**src/hw/rtl/ptau_pkg.sv**
```systemverilog
// ----------------------------------------------------------------------------
// ptau_pkg
// shared types and constants of the ptp time arithmetic unit
// ----------------------------------------------------------------------------
package ptau_pkg;

    localparam logic [29:0]        NS_PER_SEC   = 30'd1000000000;
    localparam logic signed [31:0] NS_PER_SEC_S = 32'sd1000000000;
    localparam logic signed [30:0] NANO_MAX     = 31'sd999999999;
    localparam logic [9:0]         MS_PER_SEC   = 10'd1000;
    localparam logic [19:0]        NS_PER_MS    = 20'd1000000;
    // floor(x / 1000) == (x * MS_MAGIC) >> MS_SHIFT for every 32-bit x
    localparam logic [28:0]        MS_MAGIC     = 29'h10624DD3;
    localparam int                 MS_SHIFT     = 38;

    localparam int FIFO_AW    = 2;
    localparam int FIFO_DEPTH = 1 << FIFO_AW;

    typedef enum logic [2:0] {
        OP_ADD         = 3'd0,
        OP_SUB         = 3'd1,
        OP_NEGATE      = 3'd2,
        OP_DIVIDE      = 3'd3,
        OP_TO_NANOS    = 3'd4,
        OP_COMPARE     = 3'd5,
        OP_FROM_MILLIS = 3'd6
    } op_t;

    typedef enum logic [2:0] {
        KIND_DONE,
        KIND_NORM,
        KIND_DIV,
        KIND_TO_NANOS,
        KIND_MILLIS
    } kind_t;

    typedef enum logic [3:0] {
        ST_IDLE,
        ST_DIV1,
        ST_MUL,
        ST_DIV2,
        ST_DIV3,
        ST_DIV_FIN,
        ST_TN,
        ST_MS_R,
        ST_MS_N
    } bk_state_t;

    typedef struct packed {
        kind_t              kind;
        logic [63:0]        secs;
        logic signed [31:0] nanos;
        logic signed [30:0] an;
        logic signed [31:0] dv;
        logic               lt;
        logic               eq;
        logic               gt;
        logic               dz;
    } entry_t;

endpackage

```
**src/hw/rtl/ptau_fifo.sv**
```systemverilog
// ----------------------------------------------------------------------------
// ptau_fifo
// short queue of classified requests between front and back
// ----------------------------------------------------------------------------
module ptau_fifo
(
    input  logic              clk,
    input  logic              rst_n,
    input  logic              push,
    input  ptau_pkg::entry_t  wdata,
    input  logic              pop,
    output ptau_pkg::entry_t  rdata,
    output logic              full,
    output logic              empty
);

    ptau_pkg::entry_t                 mem_reg [ptau_pkg::FIFO_DEPTH];
    logic [ptau_pkg::FIFO_AW-1:0]     wr_ptr_reg;
    logic [ptau_pkg::FIFO_AW-1:0]     wr_ptr_next;
    logic [ptau_pkg::FIFO_AW-1:0]     rd_ptr_reg;
    logic [ptau_pkg::FIFO_AW-1:0]     rd_ptr_next;
    logic [ptau_pkg::FIFO_AW:0]       count_reg;
    logic [ptau_pkg::FIFO_AW:0]       count_next;
    logic                             do_push;
    logic                             do_pop;

    assign full    = (count_reg == (ptau_pkg::FIFO_AW+1)'(ptau_pkg::FIFO_DEPTH));
    assign empty   = (count_reg == '0);
    assign do_push = push && !full;
    assign do_pop  = pop && !empty;
    assign rdata   = mem_reg[rd_ptr_reg];

    always_comb
    begin
        wr_ptr_next = wr_ptr_reg + (ptau_pkg::FIFO_AW)'(do_push);
        rd_ptr_next = rd_ptr_reg + (ptau_pkg::FIFO_AW)'(do_pop);
        count_next  = count_reg + (ptau_pkg::FIFO_AW+1)'(do_push)
                                - (ptau_pkg::FIFO_AW+1)'(do_pop);
    end

    always_ff @(posedge clk or negedge rst_n)
    begin
        if (!rst_n)
        begin
            wr_ptr_reg <= '0;
            rd_ptr_reg <= '0;
            count_reg  <= '0;
        end
        else
        begin
            wr_ptr_reg <= wr_ptr_next;
            rd_ptr_reg <= rd_ptr_next;
            count_reg  <= count_next;
        end
    end

    always_ff @(posedge clk)
    begin
        if (do_push)
        begin
            mem_reg[wr_ptr_reg] <= wdata;
        end
    end

endmodule

```
**config.mk**
```make
export PLATFORM = sky130hd
export DESIGN_NAME = ptau_fifo
export DESIGN_NICKNAME = d
export VERILOG_FILES = /design/src/hw/rtl/ptau_pkg.sv /design/src/hw/rtl/ptau_fifo.sv
export SDC_FILE = /design/constraint.sdc
export NUM_CORES = 1
export LEC_CHECK = 0
export BUFFER_PORTS_ARGS = -buffer_cell sky130_fd_sc_hd__buf_2
export CAP_MARGIN = 20
export CORE_MARGIN = 5
export CORE_UTILIZATION = 28
export DETAILED_ROUTE_END_ITERATION = 7
export SYNTH_ARGS = -nofsm -noshare
export SYNTH_HDL_FRONTEND = slang
export SYNTH_SLANG_ARGS = --single-unit
```
**constraint.sdc**
```tcl
create_clock -name clk -period 23.8 [get_ports clk]
set_input_delay 0 -clock clk [delete_from_list [all_inputs] [get_ports clk]]
set_output_delay 0 -clock clk [all_outputs]
set_load 0.1 [all_outputs]
```
==> impl_metrics.ini <==
[floorplan]
placementRows = 108
coreArea_um2 = 86500
io_pins = 338
die-area_um2 = 93000
die_w_um = 305
fp.dieH_um = 305
start_util = 0.282

[placement]
pre_cts_slack_ns = 20.13
hpwl_mm = 30.3
dp_cells = 2365
io_buffers = 337
place_area_um2 = 27400
place.gp.congestion = 0.715

[critical_path]
worstPathCellList = buf_12, buf_4, mux4_2, buf_2
crit_type = reg -> out
cp-end-kind = output pin
cp.arrival_ns = 4.17
critPathBufInv = 3
slowest_delay_ns = 0.88
slowest_stage = dfrtp_4
cp.required_ns = 23.80
crit_fanout = 91
critPathLaunchType = register
cp_top_family = buffers and inverters

[synthesis]
synth_compound_area_frac = 0.00134
ys_types = 25
avgSynthCellArea_um2 = 27.1
synth-edff-count = 664
yosysWarnings = 0
ys_top_cells_by_area = edfxtp_1 82%, mux4_2 15%, dfrtp_1 0.72%
async_reset_ff_frac = 0.0104
synth-adder-area-share = 0.00185
syn_nets = 1072
synth_top_family_by_area = multiplexers
synthMuxAreaShare = 0.154
ys_ff_latch = 671
synth_top_cell_by_area = edfxtp_1
ys_seq_area_frac = 0.826
synth-xor-area-share = 0.00180
netlist_instances = 899
synthFlopType = edfxtp_1
yosys.area_share.simple = 0.00329
syn_area_um2 = 24300
yosysTopAreaCellShare = 0.819

[global_routing]
grtUsageMet1 = 0.146
grt_pass1_wl_mm = 80.4
grt_usage = 0.113
grt_overflow = 0
antenna_found_initial = 7
grt_pass1_vias = 12900
met2_usage = 0.181
grt_start_max_net_pins = 146
use_met3 = 0.0378
busiest_layer = met2

[cells_and_area]
final_nets = 1629
final-instance-count-excl-fill = 2674
synthToLayoutAreaGrowth_pct = 29.5
drive_gt1_frac = 0.421
n_fill_cell = 7909
largest_reg_flops = 664
design_area_um2 = 31500

[route]
routed_wl_mm = 52.8
via_per_inst = 4.36
num_vias = 11700
wl_per_cell_um = 19.8
drtIter0Drc = 802
postRouteAntennaNets = 0
drcViolationCount = 0
drt_pass1_iterations = 6

[worst_hold_path]
hp-class = in -> reg

[sta]
clock_skew_ns = 0.0262
rsz0062_at_grt = false
fmax_ghz = 0.240
setup_viol = 0
final.min_clock_period_ns = 4.17
relSlewSlack = 0.312
hold_viol_final = 0
drv_slew = 0
tightest_slew_ns = 1.03
setup_slack_ns = 19.63
fin_crit_sh = 0.175
tns_ns = 0

[clock_network]
root_buffer = clkbuf_16
clkTransAtPathRegs_ns = 0.06
cts_tree = built
ctsResizeCount = 0
cts_buffers = 73
clock_latency_ns = 0.60
cts.htree.levels = 3
cts_num_sinks = 671
max-clock-path-buffers = 3

[status]
status = finished, final reports clean

[run]
cap_violations = 0
==> placed cells by master, fill, tap and decap left out, types with 2 or more instances in the layout <==
master           n
ha_1             2
inv_6            7
clkinvlp_4       2
mux4_2         166
buf_2          337
buf_12           4
and4bb_4         2
xnor2_1          4
bufinv_16        8
clkbuf_16       77
clkbuf_1         7
buf_4            8
dlygate4sd3_1  170
diode_2          6
dfrtp_4          2
edfxtp_1       664
clkinv_4         3
nor2_1           2
clkinv_1        11
dfrtp_1          5
clkinv_2        16
==> metrics by stage <==
stage          hold slack (ns)  utilization
2_1_floorplan           -0.296            -
4_1_cts                 0.0787        0.364
3_3_place_gp            -0.141        0.316
3_5_place_dp            -0.128        0.317
6_report                 0.152        0.365
5_1_grt                  0.119        0.365
==> layer usage <==
layer | share of wire | vias up
li1 | - | 5062
met5 | 0.00055 | -
met2 | 0.48 | 366
met4 | 0.024 | 4
met3 | 0.076 | 82
met1 | 0.42 | 6145
==> worst paths after layout <==
path	slack, ns	to	cells past startpoint	from
setup / recovery	19.63	rdata[143]	4	rd_ptr_reg[0]
hold / removal	0.15	mem_reg[0][117]	2	wdata[117]
setup reg to reg	20.84	mem_reg[1][7]	4	count_reg[2]
hold reg to reg	0.56	wr_ptr_reg[1]	1	wr_ptr_reg[1]
max in group asynchronous	23.02	rd_ptr_reg[0]	3	rst_n
min in group asynchronous	0.45	wr_ptr_reg[1]	3	rst_n
==> cell families (layout without fill, tap and decap cells) <==
logic type | Yosys count | in the layout
adder cells (fa/ha/maj) | 3 | 3
AND/OR/NAND/NOR | 10 | 10
XOR/XNOR | 5 | 5
AO/OA/AOI/OAI | 4 | 4
other | 0 | 6
flip-flops | 671 | 671
multiplexers | 167 | 167
buffers and inverters | 39 | 653
==> timing repair <==
| action | CTS | global route |
|---|---|---|
| setup buffers | 0 | 0 |
| endpoints found under the hold margin | 677 | 0 |
| hold buffers | 170 | 0 |
==> synthesized netlist by cell type (all sizes together) (2+ instances only) <==
cell type,n
ha,2
and4bb,2
buf,35
dfrtp,7
mux4,166
edfxtp,664
nor2,2
xnor2,4
clkbuf,3
==> area by class of cell <==
type / count / area (um2) / area share
Sequential cell: 671 / 20100 / 0.638
Multi-Input combinational cell: 189 / 3970 / 0.126
Timing Repair Buffer: 520 / 3560 / 0.113
Clock buffer: 84 / 1950 / 0.0619
Tap cell: 1155 / 1450 / 0.0458
Clock inverter: 48 / 475 / 0.0151
Antenna cell: 6 / 15.0 / 0.000476
Inverter: 1 / 3.75 / 0.000119
Power is not shown: default switching activity piles up to over one toggle a cycle in this logic, so the estimate is an artifact.
