--- config.mk ---
export PLATFORM = sky130hd
export DESIGN_NAME = ptau_front
export DESIGN_NICKNAME = d
export VERILOG_FILES = /design/src/hw/rtl/ptau_pkg.sv /design/src/hw/rtl/ptau_front.sv
export SDC_FILE = /design/constraint.sdc
export NUM_CORES = 1
export LEC_CHECK = 0
export BUFFER_PORTS_ARGS = -buffer_cell sky130_fd_sc_hd__buf_2
export CORE_MARGIN = 1
export CORE_UTILIZATION = 35
export DETAILED_ROUTE_END_ITERATION = 16
export PLACE_DENSITY = 0.71
export SLEW_MARGIN = 0
export SYNTH_ARGS = -nofsm -noshare
export SYNTH_HDL_FRONTEND = slang
export SYNTH_SLANG_ARGS = --single-unit
--- constraint.sdc ---
create_clock -name vclk -period 7.4
set_clock_uncertainty 0.05 [all_clocks]
set_input_delay 0.37 -clock vclk [all_inputs]
set_output_delay 0.37 -clock vclk [all_outputs]
set_load 0.05 [all_outputs]
--- src/hw/rtl/ptau_pkg.sv ---
// ----------------------------------------------------------------------------
// ptau_pkg
// shared types and constants of the ptp time arithmetic unit
// ----------------------------------------------------------------------------
package ptau_pkg;

    localparam logic [29:0]        NS_PER_SEC   = 30'd1000000000;
    localparam logic signed [31:0] NS_PER_SEC_S = 32'sd1000000000;
    localparam logic signed [30:0] NANO_MAX     = 31'sd999999999;
    localparam logic [9:0]         MS_PER_SEC   = 10'd1000;
    localparam logic [19:0]        NS_PER_MS    = 20'd1000000;
    // floor(x / 1000) == (x * MS_MAGIC) >> MS_SHIFT for every 32-bit x
    localparam logic [28:0]        MS_MAGIC     = 29'h10624DD3;
    localparam int                 MS_SHIFT     = 38;

    localparam int FIFO_AW    = 2;
    localparam int FIFO_DEPTH = 1 << FIFO_AW;

    typedef enum logic [2:0] {
        OP_ADD         = 3'd0,
        OP_SUB         = 3'd1,
        OP_NEGATE      = 3'd2,
        OP_DIVIDE      = 3'd3,
        OP_TO_NANOS    = 3'd4,
        OP_COMPARE     = 3'd5,
        OP_FROM_MILLIS = 3'd6
    } op_t;

    typedef enum logic [2:0] {
        KIND_DONE,
        KIND_NORM,
        KIND_DIV,
        KIND_TO_NANOS,
        KIND_MILLIS
    } kind_t;

    typedef enum logic [3:0] {
        ST_IDLE,
        ST_DIV1,
        ST_MUL,
        ST_DIV2,
        ST_DIV3,
        ST_DIV_FIN,
        ST_TN,
        ST_MS_R,
        ST_MS_N
    } bk_state_t;

    typedef struct packed {
        kind_t              kind;
        logic [63:0]        secs;
        logic signed [31:0] nanos;
        logic signed [30:0] an;
        logic signed [31:0] dv;
        logic               lt;
        logic               eq;
        logic               gt;
        logic               dz;
    } entry_t;

endpackage

--- src/hw/rtl/ptau_front.sv ---
// ----------------------------------------------------------------------------
// ptau_front
// classifies a request and does the combinational part of its arithmetic
// ----------------------------------------------------------------------------
module ptau_front
(
    input  logic [2:0]          opcode,
    input  logic signed [63:0]  a_secs,
    input  logic signed [30:0]  a_nanos,
    input  logic signed [63:0]  b_secs,
    input  logic signed [30:0]  b_nanos,
    input  logic signed [31:0]  divisor,
    input  logic [31:0]         millis,
    output ptau_pkg::entry_t    entry
);

    function automatic logic signed [30:0] sat_nanos(input logic signed [30:0] n);
        logic signed [30:0] r;
        begin
            r = n;
            if (n > ptau_pkg::NANO_MAX)
            begin
                r = ptau_pkg::NANO_MAX;
            end
            else if (n < -ptau_pkg::NANO_MAX)
            begin
                r = -ptau_pkg::NANO_MAX;
            end
            return r;
        end
    endfunction

    logic signed [30:0] an;
    logic signed [30:0] bn;
    logic signed [31:0] an_w;
    logic signed [31:0] bn_w;

    assign an   = sat_nanos(a_nanos);
    assign bn   = sat_nanos(b_nanos);
    assign an_w = {an[30], an};
    assign bn_w = {bn[30], bn};

    always_comb
    begin
        entry       = '0;
        entry.kind  = ptau_pkg::KIND_DONE;
        entry.an    = an;
        entry.dv    = divisor;
        case (opcode)
            ptau_pkg::OP_ADD:
            begin
                entry.kind  = ptau_pkg::KIND_NORM;
                entry.secs  = a_secs + b_secs;
                entry.nanos = an_w + bn_w;
            end
            ptau_pkg::OP_SUB:
            begin
                entry.kind  = ptau_pkg::KIND_NORM;
                entry.secs  = a_secs - b_secs;
                entry.nanos = an_w - bn_w;
            end
            ptau_pkg::OP_NEGATE:
            begin
                entry.secs  = -a_secs;
                entry.nanos = -an_w;
            end
            ptau_pkg::OP_DIVIDE:
            begin
                if (divisor == 32'sd0)
                begin
                    entry.dz = 1'b1;
                end
                else if (divisor == -32'sd1)
                begin
                    entry.secs  = -a_secs;
                    entry.nanos = -an_w;
                end
                else
                begin
                    entry.kind = ptau_pkg::KIND_DIV;
                    entry.secs = a_secs;
                end
            end
            ptau_pkg::OP_TO_NANOS:
            begin
                entry.kind = ptau_pkg::KIND_TO_NANOS;
                entry.secs = a_secs;
            end
            ptau_pkg::OP_COMPARE:
            begin
                // lexicographic on (seconds, nanoseconds), both signed
                if (a_secs < b_secs)
                begin
                    entry.lt = 1'b1;
                end
                else if (a_secs > b_secs)
                begin
                    entry.gt = 1'b1;
                end
                else if (an < bn)
                begin
                    entry.lt = 1'b1;
                end
                else if (an > bn)
                begin
                    entry.gt = 1'b1;
                end
                else
                begin
                    entry.eq = 1'b1;
                end
            end
            ptau_pkg::OP_FROM_MILLIS:
            begin
                entry.kind = ptau_pkg::KIND_MILLIS;
                entry.secs = {32'd0, millis};
            end
            default:
            begin
                entry.kind = ptau_pkg::KIND_DONE;
            end
        endcase
    end

endmodule

==> metrics.yaml <==
synth.distinct_cells: 90
syn_area_um2: 16000
grt_pass1_vias: 19600
timing.final.crit_share_pct: 97.5
avgRoutedWirePerCell_um: 21.3
yosysSeqAreaShare_pct: 0
hold_depth: 2
clkbuf_count: 0
seqCellArea_um2: 0
ant_nets: 0
final-setup-viol-count: 0
rsz0062_at_grt: "yes"
tightest_slew_ps: 1020
final_cell_mix: "412 x buf_2, 267 x a21oi_1, 248 x nor2_1"
hold_buffers: 0
min_path_type: "input port to primary output"
dp_hpwl_um: 60800
crit_required_ps: 6980
path_class: "input port to primary output"
grt_max_degree: 60
rows: 77
fin_util_pct: 42.7
die_h_um: 215
vias_per_cell: 6.22
synth_fp_nets: 3024
drv_cap: 0
grt_antenna_before_repair: 13
outcome: "finished, final reports clean"
ir_worst_vdd_uv: 80.5
grt_pass1_wl_um: 112000
hold_viol: 0
fmax_mhz: 139
initial_core_util_pct: 35.8
first_pass_iters: 6
core-area_um2: 44600
io_buffers: 423
area_growth_pct: 19.5
cp-start-kind: "input port"
min_to: "entry[21]"
wl_um: 74500
holdCritStartpoint: "divisor[17]"
setup_tns_ps: 0
synth_cells: 2570
seq_cells: 0
dr.first_iter.drc_count: 2255
cp_data_arrival_time_ps: 6790
grt_use_total_pct: 29.7
overflow: 0
cp-end-kind: "primary output"
drive_gt1_share_pct: 21.2
io_pins: 423
crit_fanout: 24
dieWidth_um: 215
final_max_slew_viol_count: 0
slew_headroom_pct: 31.1
power_per_cell_area_nw_per_um2: 116
nFillCells: 4847
dieArea_um2: 46400
place.gp.congestion: 1.03
yosys_warnings: 0
drc: 0
power_leakage_nw: 8.58
layout_commonest_cell: "buf_2"
multi_input_area_um2: 14700
period_minus_slack_ps: 7210
layout.nets: 3349
postSynthAreaPerCell_um2: 6.21
via_count: 21700
==> area by class of cell <==
| cell class | count | area share [%] |
|---|---|---|
| multi-input combinational | 2167 | 76.9 |
| timing repair buffer | 505 | 14.7 |
| inverter | 221 | 4.35 |
| tap | 592 | 3.88 |
| antenna | 9 | 0.118 |
==> stage by stage <==
stage | cell area, um^2 | hold slack [ps] | setup slack, ps | cells | power, mW
2_1_floorplan | 16100 | 857 | -86.3 | 2570 | 1.47
3_3_place_gp | 18800 | 1000 | 66.8 | 3484 | 2.11
3_5_place_dp | 18800 | 1000 | -57.3 | 3484 | 2.11
4_1_cts | 18800 | 1000 | 26.2 | 3484 | 2.12
5_1_grt | 19100 | 1010 | -72.8 | 3491 | 2.35
6_report | 19100 | 1000 | 188 | 3494 | 2.21
==> critical path, cell delays in order <==
cell,delay [ps]
buf_2,100
or4_1,540
or3_4,360
or3_4,340
or2_2,310
a31oi_2,200
nor2_1,80
o31a_1,250
o21ai_2,130
nand2_1,90
a32oi_1,240
ha_1,280
buf_6,200
o21a_1,240
ha_4,280
inv_1,60
or4b_4,530
or4_1,450
or3_1,380
a21oi_1,120
a31oi_1,80
nand3b_1,160
a221oi_2,90
a21oi_1,170
xor2_1,350
o22ai_2,150
buf_6,200
==> what timing repair did <==
item / 4_1_cts / 5_1_grt
gates resized for setup: 5 / 53
pin swaps: 0 / 17
endpoints found under the setup margin: 4 / 20
buffers inserted: 0 / 1
==> metal layers <==
metal | track usage, % | vias to the layer above | part of all wire (%)
met1 | 39.6 | 10200 | 42
met4 | 10.6 | 6 | 4.2
met2 | 48.1 | 1227 | 44
met5 | 0 | - | 0.050
met3 | 4.59 | 202 | 9.1
li1 | - | 10100 | -
==> worst max path at each step <==
| stage | startpoint | end | slack [ps] | cells past startpoint |
|---|---|---|---|---|
| after global placement | a_nanos[3] | entry[92] | 70 | 31 |
| final | a_nanos[3] | entry[92] | 190 | 27 |
| after detailed placement | a_nanos[3] | entry[97] | -60 | 32 |
| after CTS | a_nanos[3] | entry[87] | 30 | 29 |
| after floorplan | a_nanos[2] | entry[2] | -90 | 21 |
| after global routing | a_nanos[3] | entry[95] | -70 | 27 |
==> synthesized netlist by cell type, drive strengths merged, types with 31 or more instances <==
cell | instances | share of area [%]
o31ai | 53 | 2.5
inv | 218 | 5.1
nor3 | 92 | 2.9
xnor2 | 77 | 4.2
nor2 | 251 | 5.9
a21o | 50 | 2.4
o21ai | 227 | 7.1
or3 | 32 | 1.3
clkbuf | 132 | 3.3
ha | 193 | 15
nand4 | 53 | 2.1
nand3 | 50 | 1.6
a21oi | 269 | 8.4
nand2 | 169 | 4.0
nor4 | 62 | 2.5
o22ai | 43 | 1.7
o21bai | 44 | 2.1
nor2b | 31 | 1.2
buf | 49 | 2.0
a31oi | 35 | 1.4
==> power by group <==
part	leakage, nW	internal [mW]	switching, mW
logic	8.58	0.725	1.49
registers	0	0	0
clock network	0.0000570	0.000000163	0
total	8.58	0.725	1.49
==> logic make-up after synthesis <==
family | after synthesis | share of synthesized area [%]
adders and majority gates | 197 | 15.6
AOI/OAI and AO/OA | 975 | 39.2
xor gates and xnor gates | 106 | 5.82
muxes | 19 | 1.21
buffers and inverters | 403 | 10.6
and+or+nand+nor | 870 | 27.6
Power figures use the tool's default switching activity.
